`config.mk`:
```
export PLATFORM = sky130hd
export DESIGN_NAME = traffic_cycle_length_adapter_core
export DESIGN_NICKNAME = d
export VERILOG_FILES = /design/src/tcla_pkg.sv /design/src/tcla_target.sv /design/src/tcla_update.sv /design/src/traffic_cycle_length_adapter_core.sv
export SDC_FILE = /design/constraint.sdc
export NUM_CORES = 2
export LEC_CHECK = 0
export ABC_AREA = 1
export BUFFER_PORTS_ARGS = -buffer_cell sky130_fd_sc_hd__buf_2
export CORE_ASPECT_RATIO = 1.25
export CORE_MARGIN = 5
export CORE_UTILIZATION = 54
export CTS_CLUSTER_DIAMETER = 100
export DETAILED_ROUTE_END_ITERATION = 7
export PLACE_DENSITY = 0.75
export SLEW_MARGIN = 15
export SYNTH_ARGS = -nofsm -noshare
export SYNTH_HDL_FRONTEND = slang
export SYNTH_SLANG_ARGS = --single-unit
```
`constraint.sdc`:
```
create_clock -name i_clk -period 14.2 [get_ports i_clk]
set_input_delay 0.71 -clock i_clk [delete_from_list [all_inputs] [get_ports i_clk]]
set_output_delay 0.71 -clock i_clk [all_outputs]
set_load 0.02 [all_outputs]
```
`src/tcla_pkg.sv`:
```
`timescale 1ns / 1ps

package tcla_pkg;

    // Configuration register indexes.
    localparam int unsigned CFG_ADDR_W = 3;
    localparam int unsigned CFG_DATA_W = 16;

    localparam logic [CFG_ADDR_W-1:0] REG_DS_MINIMUM    = 3'd0;
    localparam logic [CFG_ADDR_W-1:0] REG_DS_MIDDLE     = 3'd1;
    localparam logic [CFG_ADDR_W-1:0] REG_CYCLE_MINIMUM = 3'd2;
    localparam logic [CFG_ADDR_W-1:0] REG_CYCLE_MIDDLE  = 3'd3;
    localparam logic [CFG_ADDR_W-1:0] REG_CYCLE_MAXIMUM = 3'd4;
    localparam logic [CFG_ADDR_W-1:0] REG_SLOPE_LOWER   = 3'd5;
    localparam logic [CFG_ADDR_W-1:0] REG_SLOPE_UPPER   = 3'd6;
    localparam logic [CFG_ADDR_W-1:0] REG_INITIAL_CYCLE = 3'd7;

    // Register reset values.
    localparam logic [11:0] RST_DS_MINIMUM    = 12'd0;
    localparam logic [11:0] RST_DS_MIDDLE     = 12'd922;
    localparam logic [11:0] RST_CYCLE_MINIMUM = 12'd640;
    localparam logic [11:0] RST_CYCLE_MIDDLE  = 12'd1440;
    localparam logic [11:0] RST_CYCLE_MAXIMUM = 12'd2880;
    localparam logic [15:0] RST_SLOPE_LOWER   = 16'd4096;
    localparam logic [15:0] RST_SLOPE_UPPER   = 16'd4096;
    localparam logic [11:0] RST_INITIAL_CYCLE = 12'd1440;

    // Lengths are in 1/16 s: 4 s, 8 s, 6 s and 9 s.
    localparam logic [16:0] KNEE_ONE    = 17'd64;
    localparam logic [16:0] KNEE_TWO    = 17'd128;
    localparam logic [14:0] COMP_OFS_1  = 15'd32;
    localparam logic [14:0] COMP_OFS_2  = 15'd64;
    localparam logic signed [13:0] SLEW_NORMAL = 14'sd96;
    localparam logic signed [13:0] SLEW_WIDE   = 14'sd144;
    localparam logic [12:0] RAW_MAX     = 13'd8191;

    // Averaging weights in Q10 (0.45, 0.33, 0.22), sum 1024.
    localparam logic [9:0]  W_NEW   = 10'd461;
    localparam logic [9:0]  W_OLD1  = 10'd338;
    localparam logic [9:0]  W_OLD2  = 10'd225;
    localparam logic [23:0] AVG_RND = 24'd512;

    // Half-up rounding of the Q4.12 segment term.
    localparam logic signed [29:0] SEG_RND = 30'sd2048;

    typedef struct packed {
        logic [11:0] ds_minimum;
        logic [11:0] ds_middle;
        logic [11:0] cycle_minimum;
        logic [11:0] cycle_middle;
        logic [11:0] cycle_maximum;
        logic [15:0] slope_lower;
        logic [15:0] slope_upper;
        logic [11:0] initial_cycle;
    } t_cfg;

    typedef struct packed {
        logic [11:0] current_length;
        logic [11:0] previous_length;
        logic [12:0] raw_history_one;
        logic [12:0] raw_history_two;
    } t_hist;

endpackage

```
`src/tcla_target.sv`:
```
`timescale 1ns / 1ps

module tcla_target (
    input  logic [11:0]         i_max_saturation,
    input  tcla_pkg::t_cfg      i_cfg,
    output logic signed [18:0]  o_target
);

    logic               sel_lower;
    logic signed [12:0] diff;
    logic [15:0]        slope;
    logic [11:0]        base;
    logic signed [29:0] prod;
    logic signed [29:0] prod_rnd;
    logic signed [17:0] term;

    // Pick the segment: lower one up to and including the middle knee.
    always_comb begin
        sel_lower = (i_max_saturation <= i_cfg.ds_middle);
        if (sel_lower) begin
            diff  = $signed({1'b0, i_max_saturation}) - $signed({1'b0, i_cfg.ds_minimum});
            slope = i_cfg.slope_lower;
            base  = i_cfg.cycle_minimum;
        end else begin
            diff  = $signed({1'b0, i_max_saturation}) - $signed({1'b0, i_cfg.ds_middle});
            slope = i_cfg.slope_upper;
            base  = i_cfg.cycle_middle;
        end
    end

    // Signed offset times Q4.12 slope, rounded half up by a floor shift.
    assign prod     = $signed({{17{diff[12]}}, diff}) * $signed({14'd0, slope});
    assign prod_rnd = prod + tcla_pkg::SEG_RND;
    assign term     = prod_rnd[29:12];

    assign o_target = $signed({7'd0, base}) + $signed({term[17], term});

endmodule

```
`src/tcla_update.sv`:
```
`timescale 1ns / 1ps

module tcla_update (
    input  logic signed [18:0]  i_target,
    input  tcla_pkg::t_hist     i_hist,
    input  logic [11:0]         i_cycle_minimum,
    input  logic [11:0]         i_cycle_maximum,
    output logic [11:0]         o_next_length,
    output logic                o_step_limited,
    output logic [12:0]         o_raw
);

    logic signed [19:0] gap;
    logic               up;
    logic [16:0]        mag;
    logic [14:0]        comp;
    logic signed [16:0] raw_s;
    logic [23:0]        wsum;
    logic [12:0]        avg;
    logic signed [13:0] d;
    logic signed [12:0] last_step;
    logic               wide;
    logic signed [14:0] cur_s;
    logic signed [14:0] next_s;
    logic               limited;

    // Compress the gap between target and current length.
    always_comb begin
        gap = $signed({i_target[18], i_target}) - $signed({8'd0, i_hist.current_length});
        up  = !gap[19];
        mag = up ? gap[16:0] : 17'(-gap);
        if (mag <= tcla_pkg::KNEE_ONE) begin
            comp = mag[14:0];
        end else if (mag <= tcla_pkg::KNEE_TWO) begin
            comp = {1'b0, mag[14:1]} + tcla_pkg::COMP_OFS_1;
        end else begin
            comp = mag[16:2] + tcla_pkg::COMP_OFS_2;
        end
        if (up) begin
            raw_s = $signed({5'd0, i_hist.current_length}) + $signed({2'd0, comp});
        end else begin
            raw_s = $signed({5'd0, i_hist.current_length}) - $signed({2'd0, comp});
        end
        if (raw_s < 0) begin
            o_raw = 13'd0;
        end else if (raw_s > $signed({4'd0, tcla_pkg::RAW_MAX})) begin
            o_raw = tcla_pkg::RAW_MAX;
        end else begin
            o_raw = raw_s[12:0];
        end
    end

    // Weighted average with the two previous raw lengths, rounded half up.
    assign wsum = {11'd0, o_raw} * {14'd0, tcla_pkg::W_NEW}
                + {11'd0, i_hist.raw_history_one} * {14'd0, tcla_pkg::W_OLD1}
                + {11'd0, i_hist.raw_history_two} * {14'd0, tcla_pkg::W_OLD2}
                + tcla_pkg::AVG_RND;
    assign avg  = wsum[22:10];

    // Slew limit, widened after two large steps in the same direction.
    always_comb begin
        d         = $signed({1'b0, avg}) - $signed({2'd0, i_hist.current_length});
        last_step = $signed({1'b0, i_hist.current_length})
                  - $signed({1'b0, i_hist.previous_length});
        cur_s     = $signed({3'd0, i_hist.current_length});
        wide      = (d >= tcla_pkg::SLEW_NORMAL && last_step >= 13'sd96)
                 || (d <= -tcla_pkg::SLEW_NORMAL && last_step <= -13'sd96);
        if (wide) begin
            if (d <= tcla_pkg::SLEW_WIDE && d >= -tcla_pkg::SLEW_WIDE) begin
                next_s  = $signed({2'd0, avg});
                limited = 1'b0;
            end else begin
                next_s  = d[13] ? cur_s - 15'sd144 : cur_s + 15'sd144;
                limited = 1'b1;
            end
        end else begin
            if (d <= tcla_pkg::SLEW_NORMAL && d >= -tcla_pkg::SLEW_NORMAL) begin
                next_s  = $signed({2'd0, avg});
                limited = 1'b0;
            end else begin
                next_s  = d[13] ? cur_s - 15'sd96 : cur_s + 15'sd96;
                limited = 1'b1;
            end
        end
    end

    // Clamp to the cycle limits; the maximum is tested first.
    always_comb begin
        if (next_s > $signed({3'd0, i_cycle_maximum})) begin
            o_next_length = i_cycle_maximum;
        end else if (next_s < $signed({3'd0, i_cycle_minimum})) begin
            o_next_length = i_cycle_minimum;
        end else begin
            o_next_length = next_s[11:0];
        end
    end

    assign o_step_limited = limited;

endmodule

```
`src/traffic_cycle_length_adapter_core.sv`:
```
`timescale 1ns / 1ps

// Adaptive signal cycle length. Each input word carries the largest degree
// of saturation seen in one signal cycle; each output word carries the new
// cycle length and a flag that tells whether the slew limit cut the change.
// Both channels use valid and ready. Eight registers are written through the
// plain write port; the user must write them only while the block is idle,
// which the block itself does not enforce. A write to the initial cycle
// register also reloads all history. An accepted word has its target length
// registered in the target stage, and its result is loaded into the output
// register when the output is free. Throughput is one word per cycle while
// the receiver does not stall; the history registers are updated as each
// result is loaded, which closes the feedback. Reset loads the register
// defaults, sets all history to the initial cycle length and empties the
// pipeline. When the receiver stalls, the result holds in the output
// register and one more word waits in the target stage; after that, input
// ready drops until the output is taken.
module traffic_cycle_length_adapter_core (
    input  logic                                i_clk,
    input  logic                                i_rst_n,
    input  logic                                i_valid,
    output logic                                o_ready,
    input  logic [11:0]                         i_max_saturation,
    output logic                                o_valid,
    input  logic                                i_ready,
    output logic [11:0]                         o_next_length,
    output logic                                o_step_limited,
    input  logic                                i_cfg_we,
    input  logic [tcla_pkg::CFG_ADDR_W-1:0]     i_cfg_addr,
    input  logic [tcla_pkg::CFG_DATA_W-1:0]     i_cfg_data
);

    tcla_pkg::t_cfg     r_cfg;
    tcla_pkg::t_hist    r_hist;
    logic               r_a_valid;
    logic signed [18:0] r_target;
    logic               r_out_valid;
    logic [11:0]        r_next_length;
    logic               r_step_limited;

    logic signed [18:0] n_target;
    logic [11:0]        n_next_length;
    logic               n_step_limited;
    logic [12:0]        n_raw;
    logic               a_take;
    logic               b_adv;
    logic               b_load;
    logic               init_write;

    // Handshake control for the two stages.
    assign b_adv      = !r_out_valid || i_ready;
    assign b_load     = r_a_valid && b_adv;
    assign o_ready    = !r_a_valid || b_adv;
    assign a_take     = i_valid && o_ready;
    assign init_write = i_cfg_we && (i_cfg_addr == tcla_pkg::REG_INITIAL_CYCLE);

    tcla_target u_target (
        .i_max_saturation (i_max_saturation),
        .i_cfg            (r_cfg),
        .o_target         (n_target)
    );

    tcla_update u_update (
        .i_target        (r_target),
        .i_hist          (r_hist),
        .i_cycle_minimum (r_cfg.cycle_minimum),
        .i_cycle_maximum (r_cfg.cycle_maximum),
        .o_next_length   (n_next_length),
        .o_step_limited  (n_step_limited),
        .o_raw           (n_raw)
    );

    // Configuration registers.
    always_ff @(posedge i_clk) begin
        if (!i_rst_n) begin
            r_cfg.ds_minimum    <= tcla_pkg::RST_DS_MINIMUM;
            r_cfg.ds_middle     <= tcla_pkg::RST_DS_MIDDLE;
            r_cfg.cycle_minimum <= tcla_pkg::RST_CYCLE_MINIMUM;
            r_cfg.cycle_middle  <= tcla_pkg::RST_CYCLE_MIDDLE;
            r_cfg.cycle_maximum <= tcla_pkg::RST_CYCLE_MAXIMUM;
            r_cfg.slope_lower   <= tcla_pkg::RST_SLOPE_LOWER;
            r_cfg.slope_upper   <= tcla_pkg::RST_SLOPE_UPPER;
            r_cfg.initial_cycle <= tcla_pkg::RST_INITIAL_CYCLE;
        end else if (i_cfg_we) begin
            case (i_cfg_addr)
                tcla_pkg::REG_DS_MINIMUM:    r_cfg.ds_minimum    <= i_cfg_data[11:0];
                tcla_pkg::REG_DS_MIDDLE:     r_cfg.ds_middle     <= i_cfg_data[11:0];
                tcla_pkg::REG_CYCLE_MINIMUM: r_cfg.cycle_minimum <= i_cfg_data[11:0];
                tcla_pkg::REG_CYCLE_MIDDLE:  r_cfg.cycle_middle  <= i_cfg_data[11:0];
                tcla_pkg::REG_CYCLE_MAXIMUM: r_cfg.cycle_maximum <= i_cfg_data[11:0];
                tcla_pkg::REG_SLOPE_LOWER:   r_cfg.slope_lower   <= i_cfg_data;
                tcla_pkg::REG_SLOPE_UPPER:   r_cfg.slope_upper   <= i_cfg_data;
                tcla_pkg::REG_INITIAL_CYCLE: r_cfg.initial_cycle <= i_cfg_data[11:0];
                default: begin
                end
            endcase
        end
    end

    // History: reloaded on reset or an initial cycle write, shifted per result.
    always_ff @(posedge i_clk) begin
        if (!i_rst_n) begin
            r_hist.current_length  <= tcla_pkg::RST_INITIAL_CYCLE;
            r_hist.previous_length <= tcla_pkg::RST_INITIAL_CYCLE;
            r_hist.raw_history_one <= {1'b0, tcla_pkg::RST_INITIAL_CYCLE};
            r_hist.raw_history_two <= {1'b0, tcla_pkg::RST_INITIAL_CYCLE};
        end else if (init_write) begin
            r_hist.current_length  <= i_cfg_data[11:0];
            r_hist.previous_length <= i_cfg_data[11:0];
            r_hist.raw_history_one <= {1'b0, i_cfg_data[11:0]};
            r_hist.raw_history_two <= {1'b0, i_cfg_data[11:0]};
        end else if (b_load) begin
            r_hist.current_length  <= n_next_length;
            r_hist.previous_length <= r_hist.current_length;
            r_hist.raw_history_one <= n_raw;
            r_hist.raw_history_two <= r_hist.raw_history_one;
        end
    end

    // Target stage valid flag.
    always_ff @(posedge i_clk) begin
        if (!i_rst_n) begin
            r_a_valid <= 1'b0;
        end else if (a_take) begin
            r_a_valid <= 1'b1;
        end else if (b_load) begin
            r_a_valid <= 1'b0;
        end
    end

    // Target stage payload.
    always_ff @(posedge i_clk) begin
        if (a_take) begin
            r_target <= n_target;
        end
    end

    // Output register valid flag.
    always_ff @(posedge i_clk) begin
        if (!i_rst_n) begin
            r_out_valid <= 1'b0;
        end else if (b_adv) begin
            r_out_valid <= r_a_valid;
        end
    end

    // Output register payload.
    always_ff @(posedge i_clk) begin
        if (b_load) begin
            r_next_length  <= n_next_length;
            r_step_limited <= n_step_limited;
        end
    end

    assign o_valid        = r_out_valid;
    assign o_next_length  = r_next_length;
    assign o_step_limited = r_step_limited;

    // A waiting target word is kept while the output is stalled.
    a_target_held: assert property (@(posedge i_clk) disable iff (!i_rst_n)
        r_a_valid && r_out_valid && !i_ready |=> r_a_valid)
        else $error("target word lost during output stall");

    // Input ready drops only with both stages full and the output stalled.
    a_ready_low: assert property (@(posedge i_clk) disable iff (!i_rst_n)
        !o_ready |-> r_a_valid && r_out_valid && !i_ready)
        else $error("input ready low without a full pipeline");

    // The current length follows the delivered result.
    a_cur_tracks: assert property (@(posedge i_clk) disable iff (!i_rst_n)
        b_load && !init_write |=> r_hist.current_length == o_next_length)
        else $error("current length differs from the loaded result");

    // The previous length takes the old current length.
    a_prev_shift: assert property (@(posedge i_clk) disable iff (!i_rst_n)
        b_load && !init_write |=> r_hist.previous_length == $past(r_hist.current_length))
        else $error("previous length did not shift");

endmodule
```
# Word level (Yosys, flattened, before mapping)
# Cells that the tools add are included.
totals:
  word_cells: 110
  reg_bits: 176
  output_inout_bits: 15
op_classes:
  eq_ne: 7
  multipliers: 4
  bitwise_logic: 1
  n_lt_le_gt_ge: 15
  muxes: 23
  add_sub_neg: 19
  n_reduce_logical: 23
ops:
  columns: ["cell", "count"]
  rows:
  - ["15-bit 2-to-1 mux", 7]
  - ["50-bit 2-to-1 mux", 2]
  - ["13-bit by 8-bit multiplier with 21-bit output (second input constant)", 2]
  - ["13-bit 2-to-1 mux", 3]
  - ["12-bit by 12-bit subtractor with 13-bit output", 3]
  - ["12-bit 2-to-1 mux", 3]
  - ["17-bit 2-to-1 mux", 2]
  - ["30-bit by 13-bit adder with 30-bit output (second input constant)", 1]
  - ["13-bit by 17-bit multiplier with 30-bit output", 1]
  - ["14-bit by 8-bit >= comparator with 1-bit output (second input constant)", 2]
  - ["14-bit by 8-bit less-or-equal comparator with 1-bit output (second input constant)", 2]
  - ["22-bit by 22-bit adder with 23-bit output", 1]
  - ["23-bit by 10-bit adder with 23-bit output (second input constant)", 1]
  - ["23-bit by 21-bit adder with 23-bit output", 1]
  - ["13-bit by 9-bit multiplier with 22-bit output (second input constant)", 1]
  - ["19-bit by 13-bit subtractor with 20-bit output", 1]
  - ["13-bit by 18-bit adder with 19-bit output", 1]
  - ["17-bit by 14-bit greater-than comparator with 1-bit output (second input constant)", 1]
  - ["17-bit by 7-bit less-or-equal comparator with 1-bit output (second input constant)", 1]
  - ["17-bit by 8-bit less-or-equal comparator with 1-bit output (second input constant)", 1]
  - ["17-bit by 1-bit < comparator with 1-bit output (second input constant)", 1]
  - ["17-bit negation", 1]
  - ["12-bit by 15-bit adder with 16-bit output", 1]
  - ["16-bit 2-to-1 mux", 1]
  - ["27 further kinds", 51]

# Logic depth before layout (Yosys ltp)
logic_depth:
  depth_word: 25
  mapped_depth: 113

# By module
# Synthesis repeated with hierarchy kept, for this count alone.
unflattened:
  hier_cells: 3830
  hier_area_um2: 28630.0
modules_own_cells:
  columns: ["module", "seq_area_each_um2", "area_per_inst_um2", "instances", "cells_per_inst"]
  rows:
  - ["tcla_update", 0.0, 12789.8, 1, 1811]
  - ["tcla_target", 0.0, 9185.1, 1, 1262]
  - ["traffic_cycle_length_adapter_core", 4083.9, 6655.1, 1, 757]

# Worst setup path before layout
# Ideal clock, no wire load.
synth_timing:
  path_kind: "register -> register"
  start: "register r_hist[48] (netlist name)"
  end: "register r_next_length[6] (netlist: o_next_length[6]) (data pin)"
  required_ps: 13945
  path_slack_ps: -1180
  path_stages_with_launch: 102
  n_path_buf: 8
  arrival_time_ps: 15126
  cell_sequence: "dfxtp_1 > clkbuf_1 > inv_1 > ha_1 > nand2_1 > inv_1 > a21oi_1 > nand3_2 > nand3_2 > nand2_2 > nand2_4 > buf_6 > buf_2 > clkbuf_1 > nand2_1 > xor2_1 > ha_1 > nand3_1 > [66 not listed] > nand3_1 > nand2_1 > buf_2 > o21ai_0 > inv_1 > ha_1 > nand2_1 > nor2_1 > a211oi_1 > nor3_1 > o21ai_0 > o311ai_0 > a21oi_1 > o21ai_0 > nand2_2 > buf_2 > nand3_2 > and2_1"
synth_between:
  elab_chain_len: 23
  word_cells_on_any_way: 48
  cone_classes: "add/sub: 15; mul: 1; order compare: 14; mux: 13; reduce/logical: 5"
synth_lines:
  columns: ["item", "line", "rtl"]
  rows:
  - ["from (decl)", "traffic_cycle_length_adapter_core.sv:34", "tcla_pkg::t_hist r_hist;"]
  - ["19-bit by 13-bit subtractor with 20-bit output", "tcla_update.sv:29", "gap = $signed({i_target[18], i_target}) - $signed({8'd0, i_hist.current_length});"]
  - ["17-bit negation", "tcla_update.sv:31", "mag = up ? gap[16:0] : 17'(-gap);"]
  - ["17-bit 2-to-1 mux", "tcla_update.sv:31", null]
  - ["15-bit by 7-bit adder with 15-bit output, or another cell as far along", "tcla_update.sv:37", "comp = mag[16:2] + tcla_pkg::COMP_OFS_2;"]
  - ["15-bit 2-to-1 mux", "tcla_update.sv:34", "end else if (mag <= tcla_pkg::KNEE_TWO) begin"]
  - ["15-bit 2-to-1 mux", "tcla_update.sv:32", "if (mag <= tcla_pkg::KNEE_ONE) begin"]
  - ["12-bit by 15-bit adder with 16-bit output or 12-bit by 15-bit subtractor with 16-bit output (tied branches)", "tcla_update.sv:40, tcla_update.sv:42", null]
  - ["17-bit 2-to-1 mux", "tcla_update.sv:39", "if (up) begin"]
  - ["[8 not listed]", null, null]
  - ["14-bit by 8-bit less-or-equal comparator with 1-bit output, or another cell as far along", "tcla_update.sv:77", "if (d <= tcla_pkg::SLEW_NORMAL && d >= -tcla_pkg::SLEW_NORMAL) begin"]
  - ["1-bit logical AND (on tied branches)", null, null]
  - ["15-bit 2-to-1 mux, or another cell as far along", "tcla_update.sv:77", null]
  - ["15-bit 2-to-1 mux (*)", "tcla_update.sv:68", "if (wide) begin"]
  - ["15-bit by 13-bit < comparator with 1-bit output", "tcla_update.sv:91", "end else if (next_s < $signed({3'd0, i_cycle_minimum})) begin"]
  - ["12-bit 2-to-1 mux", "tcla_update.sv:91", null]
  - ["12-bit 2-to-1 mux (*)", "tcla_update.sv:89", "if (next_s > $signed({3'd0, i_cycle_maximum})) begin"]
  - ["via n_next_length[6]", "traffic_cycle_length_adapter_core.sv:42", "logic [11:0] n_next_length;"]
  - ["to (signal assigned)", "traffic_cycle_length_adapter_core.sv:150", "r_next_length <= n_next_length;"]
  - ["to (decl)", "traffic_cycle_length_adapter_core.sv:38", "logic [11:0] r_next_length;"]
# Mark *: on every way through the listed nets, which the timed path passes. The rest lies on a longest branch.
# A chain may end at the register's enable or synchronous reset.

# Final worst setup path
layout_timing:
  start: "register r_target[0]"
  end: "register r_next_length[0] (netlist: o_next_length[0]) (data pin)"
layout_between:
  elab_chain_len: 23
  word_cells_on_any_way: 41
  cone_classes: "add/sub: 10; mul: 1; order compare: 12; mux: 13; reduce/logical: 5"
layout_lines:
  columns: ["item", "line", "rtl"]
  rows:
  - ["from (decl)", "traffic_cycle_length_adapter_core.sv:36", "logic signed [18:0] r_target;"]
  - ["from (signal assigned)", "traffic_cycle_length_adapter_core.sv:134", "r_target <= n_target;"]
  - ["19-bit by 13-bit subtractor with 20-bit output (*)", "tcla_update.sv:29", null]
  - ["17-bit negation", "tcla_update.sv:31", null]
  - ["17-bit 2-to-1 mux", "tcla_update.sv:31", null]
  - ["15-bit by 7-bit adder with 15-bit output, or another cell as far along", "tcla_update.sv:37", null]
  - ["15-bit 2-to-1 mux", "tcla_update.sv:34", null]
  - ["15-bit 2-to-1 mux", "tcla_update.sv:32", null]
  - ["12-bit by 15-bit adder with 16-bit output or 12-bit by 15-bit subtractor with 16-bit output (tied branches)", "tcla_update.sv:40, tcla_update.sv:42", null]
  - ["17-bit 2-to-1 mux (*)", "tcla_update.sv:39", null]
  - ["[8 not listed]", null, null]
  - ["14-bit by 8-bit less-or-equal comparator with 1-bit output, or another cell as far along", "tcla_update.sv:77", null]
  - ["1-bit logical AND (on tied branches)", null, null]
  - ["15-bit 2-to-1 mux, or another cell as far along", "tcla_update.sv:77", null]
  - ["15-bit 2-to-1 mux (*)", "tcla_update.sv:68", null]
  - ["15-bit by 13-bit < comparator with 1-bit output", "tcla_update.sv:91", null]
  - ["12-bit 2-to-1 mux", "tcla_update.sv:91", null]
  - ["12-bit 2-to-1 mux (*)", "tcla_update.sv:89", null]
  - ["via n_next_length[0]", "traffic_cycle_length_adapter_core.sv:42", null]
# Marked as above.

==> summary.md <==
The detailed-placement wirelength estimate is 65700 um, and the routed wirelength normalized by instance count is 17.9 um. No sink is reached through more buffers than the 2 on the longest clock path. Timing would allow up to 66.9 MHz.

The final-report hold violation count is 0, and the via-per-instance ratio is 5.40. The logs give 4 for the depth of the CTS H-tree and 51 for the number of top-level design ports. Among all stages on the critical path, the largest delay is contributed by sky130_fd_sc_hd__fa_2. In the global route stage, met3 resource usage came out at 2.94%. The synthesized net count was 4282. The tools report the smallest setup slack after layout as -740 ps. The clock-pin slew on the worst setup and hold paths was 90 ps; the number of inserted filler cells in the final layout was 4200.

Number of routed nets with antenna violations: 0. After synthesis, the share of flip-flops with an asynchronous set or reset is 0%. The net count of the finished layout is 4661.

Number of global-route vias before repair: 25679. For the area of the die, the log shows 55000 um^2. The path class of the tightest hold or removal check is reg -> reg. The mapped netlist covers 27200 um^2. The most instantiated flip-flop cell in the synthesis netlist was sky130_fd_sc_hd__dfxtp_1.

STA classifies the critical path endpoint as a flop. TritonCTS built the clock tree. Cells with a size suffix above 1 make up 22.0% of the layout. Across the whole layout, storage elements account for 3870 um^2.

The final period demand of the worst path works out to 14940 ps. Dividing the final minimum period by the clock period gives 105%. Floorplan row count: 92. The area added between synthesis and finish came out at 22.1%. The root buffer cell chosen for the clock tree is sky130_fd_sc_hd__clkbuf_16.

For this run, the number of Yosys warnings is 0. The global-route usage over all layers is 29.7%, and the clock tree skew after final layout is 19.2 ps. The slew at the pin with the worst max-slew slack came out at 1150 ps. Setup repair after global routing could not meet its margin everywhere. In this run the critical register-to-register path is captured at o_next_length[0]. For this run, the detailed router's first-pass iteration total came to 6. In this run the tightest slew margin relative to its limit is 22.5%. Global routing consumed, on the met1 layer, 32.2% of the routing resources. The run gives 17 as the clock buffer count from CTS. The start of the worst register-to-register path was r_target[0].

Sorting the synthesized cells by area gives the leading types as sky130_fd_sc_hd__fa_1, sky130_fd_sc_hd__ha_1, sky130_fd_sc_hd__dfxtp_1, sky130_fd_sc_hd__inv_1, sky130_fd_sc_hd__nand2_1. Data arrives at the worst endpoint at 15170 ps. Dividing the synthesized area by the synthesized cell count gives 7.65 um^2. The global routing met2 resource utilization was 54.6%. Of all nets on the critical path, the largest fanout is 8. The dominant cell type by area after synthesis was sky130_fd_sc_hd__fa_1.

The overall die height works out to 261 um. The worst setup path is launched from a flop. Across the run, the number of max-cap violations was 0.

For the number of antenna violations at the first check in global routing, the log shows 0. In this design, the stage delay of the slowest critical-path cell is 560 ps. For the via count, the log shows 24886. The checks that failed: setup timing. Clock latency on the worst-skew pair, taken at its later pin, is 460 ps. Total wirelength of the detailed-routed design: 82400 um.

For hold timing, the worst endpoint is r_cfg[19]. The starting density of the core is 54.2%, and the distinct cell type count of the synthesized netlist is 58. Cells fill 66.2% of the core in the end. The count of cells along the worst register-to-register path came out at 100. The first-pass GRT wire length was 130000 um. The share of synthesized area in the top cell type comes to 21.1%. The first-iteration detailed-routing DRC count came out at 1480. The residual overflow from global routing was 0.

The global routing stage identified its most utilized layer as met2. For this run, design rule violations remaining after detail routing come to 0. Data on the critical path is required at its endpoint by 14430 ps. The tools report the pin count of the biggest net entering global routing as 110. By startpoint and endpoint, the worst setup path is classified as reg -> reg. For the number of max-slew violations in the final report, the log shows 0. Setup violations remaining at the end of the flow were counted as 24. The count of hold-fix buffers inserted at cts came out at 0.

Input and output buffers added on the ports amount to 50. The number of enable-type register cells in the synthesized netlist is 32. Sequential cells were found to cover 14.1% of the synthesized design area. Clock tree synthesis found a total of 176 sinks.

The cell count of the worst hold path was 2. The congestion estimate from routability-driven global placement came to 0.997. The setup check on the worst reg-to-reg path leaves a slack of -740 ps. The area of the core region was 50200 um^2.

Cell type with the highest occurrence count on the critical path: sky130_fd_sc_hd__nand2_2. The horizontal die dimension is 211 um, and the count of mapped cells out of synthesis is 3556. After synthesis the netlist holds a flip-flop and latch count of 176. The number of diodes is 0. The flow ran to the end, but the final reports show violations.

The tools report the area of the multi-input gates as 21700 um^2. In this run the most critical hold path is launched from r_cfg[19].
repair_timing:
item / 4_1_cts / 5_1_grt
gates cloned: 3 / 0
resized for setup: 197 / 142
setup buffers: 46 / 26
setup endpoints to repair: 24 / 24
pin swaps: 99 / 129
worst max-delay path by stage:
stage | start | end | slack, ps
floorplan | r_hist[48] | o_next_length[11] | 8
global placement | r_target[0] | o_next_length[7] | -660
detailed placement | r_target[0] | o_next_length[7] | -990
CTS | r_target[0] | o_next_length[4] | -320
global route | r_target[0] | r_hist[45] | -1550
finish | r_target[0] | o_next_length[0] | -740
cells in the mapped netlist, drive strengths merged (4+ instances only):
| cell type | number |
|---|---|
| o221ai | 12 |
| o22ai | 4 |
| clkbuf | 64 |
| o21ai | 213 |
| edfxtp | 32 |
| nor2 | 238 |
| nor3 | 13 |
| dfxtp | 144 |
| or2 | 18 |
| and2 | 11 |
| xor2 | 91 |
| inv | 778 |
| fa | 287 |
| nand4 | 27 |
| o31ai | 4 |
| nand3b | 9 |
| ha | 403 |
| a211oi | 13 |
| o211ai | 26 |
| xnor2 | 37 |
| nand2 | 660 |
| buf | 10 |
| nand3 | 153 |
| a31oi | 18 |
| a21oi | 230 |
| o21bai | 16 |
| nor4 | 4 |
| clkinv | 10 |
| o311ai | 4 |
| a21o | 9 |
cell families after synthesis:
| kind of cell | after synthesis | share of synthesized area [%] |
|---|---|---|
| simple gates | 1136 | 18.5 |
| buf+inv | 862 | 12.0 |
| fa+ha+maj | 690 | 39.6 |
| compound gates | 562 | 11.5 |
| flops | 176 | 14.1 |
| xor+xnor | 128 | 4.12 |
| mux | 2 | 0.0736 |
critical path: cells and delay by family, from the launching register on:
family,cells,cell delay (ps)
XOR/XNOR,2,260
buffers and inverters,22,2160
flip-flops,1,370
adder cells (fa/ha/maj),14,4910
AND/OR/NAND/NOR,47,4660
AO/OA/AOI/OAI,15,2360
metrics by stage:
| stage | hold WS [ps] | cell area (um^2) | setup slack [ps] | std cells | setup TNS, ps |
|---|---|---|---|---|---|
| 2_1_floorplan | 421 | 27600 | 7.98 | 3556 | 0 |
| 3_3_place_gp | 433 | 30600 | -663 | 4504 | -13810 |
| 3_5_place_dp | 442 | 30600 | -991 | 4504 | -21680 |
| 4_1_cts | 454 | 32500 | -320 | 4585 | -5960 |
| 5_1_grt | 483 | 33200 | -1550 | 4606 | -35320 |
| 6_report | 457 | 33200 | -740 | 4606 | -15750 |
per-layer routing:
layer / vias up / part of all wire, % / wire length, um
li1: 11991 / - / -
met1: 11774 / 36 / 29800
met2: 786 / 51 / 41700
met3: 335 / 4.5 / 3680
met4: 0 / 8.7 / 7160
met5: - / 0 / 0
placed cells by master, fill, tap and decap left out, types with 10 or more instances in the layout:
| cell | count |
|---|---|
| sky130_fd_sc_hd__dfxtp_1 | 133 |
| sky130_fd_sc_hd__nand4_1 | 26 |
| sky130_fd_sc_hd__nor2_1 | 207 |
| sky130_fd_sc_hd__buf_2 | 50 |
| sky130_fd_sc_hd__xor2_1 | 85 |
| sky130_fd_sc_hd__buf_6 | 21 |
| sky130_fd_sc_hd__o221ai_1 | 11 |
| sky130_fd_sc_hd__nand3_1 | 103 |
| sky130_fd_sc_hd__clkbuf_16 | 17 |
| sky130_fd_sc_hd__nor2_4 | 13 |
| sky130_fd_sc_hd__or2_2 | 16 |
| sky130_fd_sc_hd__ha_1 | 365 |
| sky130_fd_sc_hd__edfxtp_1 | 32 |
| sky130_fd_sc_hd__o21ai_0 | 177 |
| sky130_fd_sc_hd__o211ai_1 | 26 |
| sky130_fd_sc_hd__nand2_2 | 75 |
| sky130_fd_sc_hd__a31oi_1 | 12 |
| sky130_fd_sc_hd__xnor2_1 | 36 |
| sky130_fd_sc_hd__nand2_4 | 23 |
| sky130_fd_sc_hd__nor2_2 | 17 |
| sky130_fd_sc_hd__a21oi_2 | 27 |
| sky130_fd_sc_hd__inv_2 | 48 |
| sky130_fd_sc_hd__nand2_1 | 560 |
| sky130_fd_sc_hd__nand3_4 | 12 |
| sky130_fd_sc_hd__nand3_2 | 38 |
| sky130_fd_sc_hd__nor3_1 | 10 |
| sky130_fd_sc_hd__buf_4 | 357 |
| sky130_fd_sc_hd__o21ai_1 | 25 |
| sky130_fd_sc_hd__o21bai_1 | 14 |
| sky130_fd_sc_hd__ha_4 | 34 |
| sky130_fd_sc_hd__fa_1 | 284 |
| sky130_fd_sc_hd__inv_1 | 725 |
| sky130_fd_sc_hd__a21oi_1 | 194 |
sequential cells by signal, summed over array words and instances (netlist names):
| signal | count |
|---|---|
| r_cfg | 92 |
| r_target | 19 |
| r_hist | 50 |
| o_valid | 1 |
| o_step_limited | 1 |
| r_a_valid | 1 |
| o_next_length | 12 |
final cells by class:
type	count	share of cell area [%]
sequential	176	11.6
inverter	788	8.99
clock buffer	17	1.28
tap	658	2.48
clock inverter	15	0.595
multi-input combinational	2520	65.3
timing repair buffer	432	9.76
Power is not shown: default switching activity piles up to over one toggle a cycle in this logic, so the estimate is an artifact.
